--- config.mk ---
export PLATFORM = sky130hd
export DESIGN_NAME = pfp_div
export DESIGN_NICKNAME = d
export VERILOG_FILES = /design/src/rtl/pfp_pkg.sv /design/src/rtl/pfp_div.sv
export SDC_FILE = /design/constraint.sdc
export NUM_CORES = 2
export LEC_CHECK = 0
export BUFFER_PORTS_ARGS = -buffer_cell sky130_fd_sc_hd__buf_2
export CAP_MARGIN = 15
export CORE_MARGIN = 1
export CORE_UTILIZATION = 37
export CTS_BUF_LIST = sky130_fd_sc_hd__clkbuf_8
export CTS_CLUSTER_DIAMETER = 30
export CTS_CLUSTER_SIZE = 20
export DETAILED_ROUTE_END_ITERATION = 8
export GPL_TIMING_DRIVEN = 0
export MAX_ROUTING_LAYER = met4
export SYNTH_ARGS = -nofsm -noshare
export SYNTH_HDL_FRONTEND = slang
export SYNTH_SLANG_ARGS = --single-unit
export TNS_END_PERCENT = 1
--- constraint.sdc ---
create_clock -name clk -period 3.4 [get_ports clk]
set_clock_uncertainty 0.2 [all_clocks]
set_input_delay 0.17 -clock clk [delete_from_list [all_inputs] [get_ports clk]]
set_output_delay 0.17 -clock clk [all_outputs]
set_load 0.05 [all_outputs]
--- src/rtl/pfp_pkg.sv ---
`timescale 1ns / 1ps

package pfp_pkg;

    // field widths
    localparam int CoordW = 32;
    localparam int EdgeW  = 33;
    localparam int ProdW  = 66;
    localparam int CrossW = 67;
    localparam int MagW   = 66;
    localparam int MantW  = 30;
    localparam int SqW    = 60;
    localparam int SumW   = 64;
    localparam int RootW  = 32;
    localparam int NumW   = 62;
    localparam int NormW  = 32;
    localparam int DotW   = 64;
    localparam int DistW  = 40;
    localparam int LenW   = 7;
    localparam int HalfW  = 33;
    localparam int HalfLenW = 6;

    // one point in signed q16.16
    typedef struct packed {
        logic signed [CoordW-1:0] x;
        logic signed [CoordW-1:0] y;
        logic signed [CoordW-1:0] z;
    } point_t;

    // data that rides alongside the square root and the dividers
    typedef struct packed {
        logic         deg;
        logic [2:0]   neg;
        point_t       pivot;
    } side_t;

    // word carried through the square root pipe
    typedef struct packed {
        side_t             side;
        logic [MantW-1:0]  mx;
        logic [MantW-1:0]  my;
        logic [MantW-1:0]  mz;
    } carry_t;

    // bit length of a 33-bit word
    function automatic logic [HalfLenW-1:0] bitlen33(input logic [HalfW-1:0] v);
        logic [HalfLenW-1:0] len;
        len = '0;
        for (int i = 0; i < HalfW; i++)
        begin
            if (v[i])
            begin
                len = HalfLenW'(i + 1);
            end
        end
        return len;
    endfunction

endpackage

--- src/rtl/pfp_div.sv ---
`timescale 1ns / 1ps

module pfp_div (
    input  logic                          clk,
    input  logic [pfp_pkg::NumW-1:0]      num,
    input  logic [pfp_pkg::RootW-1:0]     den,
    output logic [pfp_pkg::NormW-1:0]     quo
);

    localparam int Steps = pfp_pkg::NormW;
    localparam int W     = pfp_pkg::RootW;

    logic [W-1:0] rem_reg [0:Steps-1];
    logic [W-1:0] quo_reg [0:Steps-1];
    logic [W-1:0] low_reg [0:Steps-1];
    logic [W-1:0] den_reg [0:Steps-1];

    // restoring division, one quotient bit per stage
    for (genvar k = 0; k < Steps; k++)
    begin : g_step
        logic [W-1:0] rem_in, quo_in, low_in, den_in, rem_next, quo_next, low_next;
        logic [W:0]   t;
        logic         ge;

        if (k == 0)
        begin : g_first
            assign rem_in = W'(num[pfp_pkg::NumW-1:W]);
            assign quo_in = '0;
            assign low_in = num[W-1:0];
            assign den_in = den;
        end
        else
        begin : g_rest
            assign rem_in = rem_reg[k-1];
            assign quo_in = quo_reg[k-1];
            assign low_in = low_reg[k-1];
            assign den_in = den_reg[k-1];
        end

        assign t        = {rem_in, low_in[W-1]};
        assign ge       = (t >= {1'b0, den_in});
        assign rem_next = ge ? W'(t - {1'b0, den_in}) : t[W-1:0];
        assign quo_next = {quo_in[W-2:0], ge};
        assign low_next = {low_in[W-2:0], 1'b0};

        always_ff @(posedge clk)
        begin
            rem_reg[k] <= rem_next;
            quo_reg[k] <= quo_next;
            low_reg[k] <= low_next;
            den_reg[k] <= den_in;
        end
    end

    assign quo = quo_reg[Steps-1];

endmodule

# Word level (Yosys, flattened, before mapping)
# Memory sizes are Yosys's and may differ from the RTL's.
# Index checks and enable logic that the tools add are counted.
[totals] elab_cells=100 ff_bits=0 n_memories=4 ramBits=4064 in_bits=95
[memory_table] name="den_reg" depth=32 width=32 read_ports=31 rd_clocked_by_memory_dff=0 wr=32 line_no="pfp_div.sv:16" text="logic [W-1:0] den_reg [0:Steps-1];"
[memory_table] name="quo_reg" depth=32 width=32 read_ports=32 rd_clocked_by_memory_dff=0 wr=32 line_no="pfp_div.sv:14" text="logic [W-1:0] quo_reg [0:Steps-1];"
[memory_table] name="rem_reg" depth=32 width=32 read_ports=31 rd_clocked_by_memory_dff=0 wr=32 line_no="pfp_div.sv:13" text="logic [W-1:0] rem_reg [0:Steps-1];"
[memory_table] name="low_reg" depth=32 width=31 read_ports=31 rd_clocked_by_memory_dff=0 wr=32 line_no="pfp_div.sv:15" text="logic [W-1:0] low_reg [0:Steps-1];"
[op_classes] addsub=32 magnitude_cmp=32 muxes=32
[ops] cell="$mux W32" count=32
[ops] cell="$ge A33 B32 Y1" count=31
[ops] cell="$sub A32 B32 Y32" count=31
[ops] cell="$ge A31 B32 Y1" count=1
[ops] cell="$sub A31 B32 Y32" count=1

# Depth between registers and ports, before layout
# An unclocked memory read counts as a cell.
[depth] word_depth=3 depth_mapped=16 ltp_nobuf=15

# Worst setup path after synthesis
# No wires, ideal clock.
[synth_path] path_kind="reg-to-reg" startpoint="memory den_reg[0][385] (netlist bit)" endpoint="memory rem_reg[0][420] (netlist bit)" setup_ns=0.121 slack_ns=-0.256 period_less_slack_ns=3.656 required_ns=3.079 t_arrival_ns=3.334 stages_incl_launch_ff=15 path_cell_list="dfxtp_1 -> inv_1 -> ha_1 -> nor2b_4 -> o31a_1 -> o311ai_4 -> nand2_2 -> o21a_2 -> a211o_1 -> a21oi_2 -> o2bb2ai_2 -> a21oi_2 -> a2111oi_4 -> buf_6 -> mux2_4"
[synth_lines] element="start, declared" line_no="pfp_div.sv:16"
[synth_lines] element="end, declared" line_no="pfp_div.sv:13"

==> summary.md <==
| Metric | Value |
|---|---|
| Die Width | 583 um |
| Status | finished with violations |
| Drt pass-1 iters | 6 |
| Vias per inst | just under 5 |
| CTS root buffer | clkbuf_8 |
| Hold WS | -0.436 ns |
| Crit end category | flop |
| CP required | between 4 and 5 ns |
| CTS Buf Count | roughly 600 |
| Initial DRC count | roughly 5,000 |
| DP HPWL | 235,000 um |
| Depth of the most critical reg-to-reg path | 14 |
| Synth warnings | 0 |
| Prevailing post-synth register cell | dfxtp_1 |
| Period minus WS final | 3.70 ns |
| Number of global-route vias before repair | 89,800 |
| Gpl congestion | 0.905 |
| Maximum clock frequency | 270 MHz |
| Final Hold Fails | 2 |
| Area growth, synth to finish | 22.8% |
| Initial antenna violation count | 10 |
| Fin crit share | 1.09 |
| Critical Path Fanout Max | 6 |
| CTS tree | built |
| Pwr/cell area | approximately 1100 nW/um^2 |
| Tot GR Track Use | 0.181 |
| Max-slew headroom | 0.310 |
| Port bufs | between 100 and 150 |
| Post-synth EDFFs | 0 |
| Die Y | 583 um |
| Leak Pwr | 0.0695 uW |
| Layout cells sized above 1 | 0.182 |
| DIE AREA | 340,000 sq um |
| FFs w/ async S/R, synth | 0 |
| Routed vias | 91,800 |
| H-tree depth | 6 |
| Gate count after technology mapping | ~13,000 |
| Sequential fraction of the synthesis area | 0.482 |
| Routed Antenna Nets | 0 |
| Failing checks | hold timing, setup timing |
| Total grt overflow | 0 |
| Setup crit end | rem_reg[1][223]$_DFF_P_ |
| Final core utilization | 0.458 |
| Overall power | 175,000 uW |
| Per-cell routed wire length | about 17 um |
| Critical path class | reg2reg |
| I/O pins | ~130 |
| Most frequent cells in the layout | dfxtp_1 (2,924), inv_1 (1,348), ha_1 (919) |
| FF-to-FF setup slack | -0.30 ns |
| Mean Syn Cell Area | 9.85 sq um |
| Total Wirelength | 313,000 um |
| Syn nets | 13,800 |
| Commonest non-fill, non-tap cell in the layout | dfxtp_1 |
| Pin slew with the least headroom to its limit | 1.01 ns |
| # Max-Cap Violations | 0 |
| RSZ-0062 raised after global routing | true |
| Count of clock tree sinks | 3,008 |
| Skew-Pair Late Insertion Delay | 1.17 ns |
| #FFs+latches synth | 3,008 |
| Clk buf depth | 4 |
| Synthesized cell area | 125,000 sq um |
| Final setup vio count | 423 |
| Fin. max-slew vios | 0 |
| Worst vdd ir | 0.000508 V |
| Global-route wire length before repair | 482,000 um |
| Worst EP arrival | 4.53 ns |
| Pin count of the biggest net entering global routing | 17 |
| FP Rows | 212 |
| Critical path origin | den_reg[1][161]$_DFF_P_ |
| HP Class | in2reg |
| R2R Path End | rem_reg[1][223]$_DFF_P_ |
| R2R Path Start | den_reg[1][161]$_DFF_P_ |
| Clock slew at reported path FFs | 0.07 ns |
| Startpoint Class | flop |
| Residual DRC count | 0 |
| Final WS setup | -0.300 ns |
| Final layout net count | 14,900 |
| Core ar. | between 300,000 and 400,000 sq um |
| Distinct cells, synth | 106 |
| Starting Density | 0.373 |
## cells by family (layout without fill, tap and decap cells)
logic type | count (synthesis) | in the layout | synth area share
buffers and inverters | 1575 | 3170 | 0.0483
flip-flops | 3008 | 3008 | 0.482
AO/OA/AOI/OAI | 3220 | 3222 | 0.163
other | 0 | 13 | 0
XOR/XNOR | 827 | 827 | 0.0580
adder cells (fa/ha/maj) | 1054 | 1054 | 0.107
AND/OR/NAND/NOR | 2498 | 2499 | 0.0953
multiplexers | 500 | 500 | 0.0455
## critical path, cell delays in order (launching register included)
cell and delay (ns):
dfxtp_4 0.34, inv_2 0.06, ha_4 0.19, nor2b_4 0.12, o31a_1 0.33, o21a_2 0.27
nor4b_4 0.33, o31a_1 0.31, nor4b_4 0.08, a41o_1 0.22, a211oi_4 0.39, inv_2 0.13
buf_12 0.17, buf_8 0.14, mux2i_2 0.28
## worst min-delay path by stage
| stage | end | cells after the start | slack (ns) | startpoint |
|---|---|---|---|---|
| 6_report | den_reg[0][0]$_DFF_P_ | 2 | -0.44 | den[0] |
| 5_1_grt | den_reg[0][0]$_DFF_P_ | 2 | -0.51 | den[0] |
| 4_1_cts | den_reg[0][2]$_DFF_P_ | 2 | -0.64 | den[2] |
| 3_5_place_dp | low_reg[0][26]$_DFF_P_ | 1 | 0.07 | num[26] |
| 3_3_place_gp | low_reg[0][2]$_DFF_P_ | 1 | 0.07 | num[2] |
| 2_1_floorplan | den_reg[0][0]$_DFF_P_ | 0 | -0.002 | den[0] |
## synth_stat cells (31+ instances only)
master / count / area (sq um)
or2_2: 37 / 231
o21ai_0: 773 / 3870
mux2_2: 427 / 4810
a31oi_1: 113 / 707
ha_1: 1023 / 12800
mux2i_1: 41 / 410
buf_2: 61 / 305
a21oi_1: 943 / 4720
o21bai_1: 131 / 983
and2_1: 41 / 257
o31ai_1: 71 / 533
and3_1: 90 / 563
xnor2_1: 506 / 4430
nor2_1: 592 / 2220
nand3_1: 198 / 991
nor2b_1: 140 / 876
xor2_1: 321 / 2810
or3_1: 49 / 307
nand2_1: 805 / 3020
o211ai_1: 36 / 270
inv_1: 1305 / 4900
fa_1: 31 / 621
nor3_1: 137 / 686
nand4_1: 152 / 951
a21o_1: 514 / 3860
clkbuf_1: 192 / 721
dfxtp_1: 3008 / 60200
a211oi_1: 71 / 533
o21a_1: 142 / 1070
nand2b_1: 137 / 857
a21boi_0: 35 / 263
## metrics by stage
stage	cell area [sq um]	setup TNS, ns	worst slack [ns]	instances
final	153000	-32.96	-0.300	18800
after global placement	131000	-911.94	-1.52	17300
after floorplan	125000	-5.92	-0.113	12700
after CTS	150000	-125.22	-0.422	18700
after global routing	153000	-130.49	-0.375	18800
after detailed placement	131000	-868.84	-1.41	17300
## layer usage
layer  wire, um  GRT usage  up-vias
met4      10700     0.0662        0
met5          0          -        -
met1     143000      0.228    42900
met3      14600     0.0285      629
met2     145000      0.293     2020
li1           -          -    46200
## timing repair
action / 4_1_cts / 5_1_grt
gates resized for setup: 667 / 642
gates cloned: 4 / 6
buffers inserted: 62 / 50
pin swaps: 106 / 144
setup endpoints to repair: 990 / 1004
endpoints found under the hold margin: 96 / 5
hold buffers: 249 / 4
## layout make-up
type	instances	area, sq um
diodes	13	32.5
plain buffers	258	2090
clock buffers	659	9070
clock inverters	449	4640
fillers	31800	181000
inverters	1306	4910
multi-input cells	8102	62300
flip-flops and latches	3008	60300
well taps	4494	5620
repair buffers	498	4280
## report_power, final
group          leakage [uW]  internal [uW]  total, uW  switching, uW
sequential           0.0254          46100      52400           6220
clock               0.00698          23100      40300          17200
combinational        0.0371          37600      82300          44700
(Power assumes the default switching activity.)
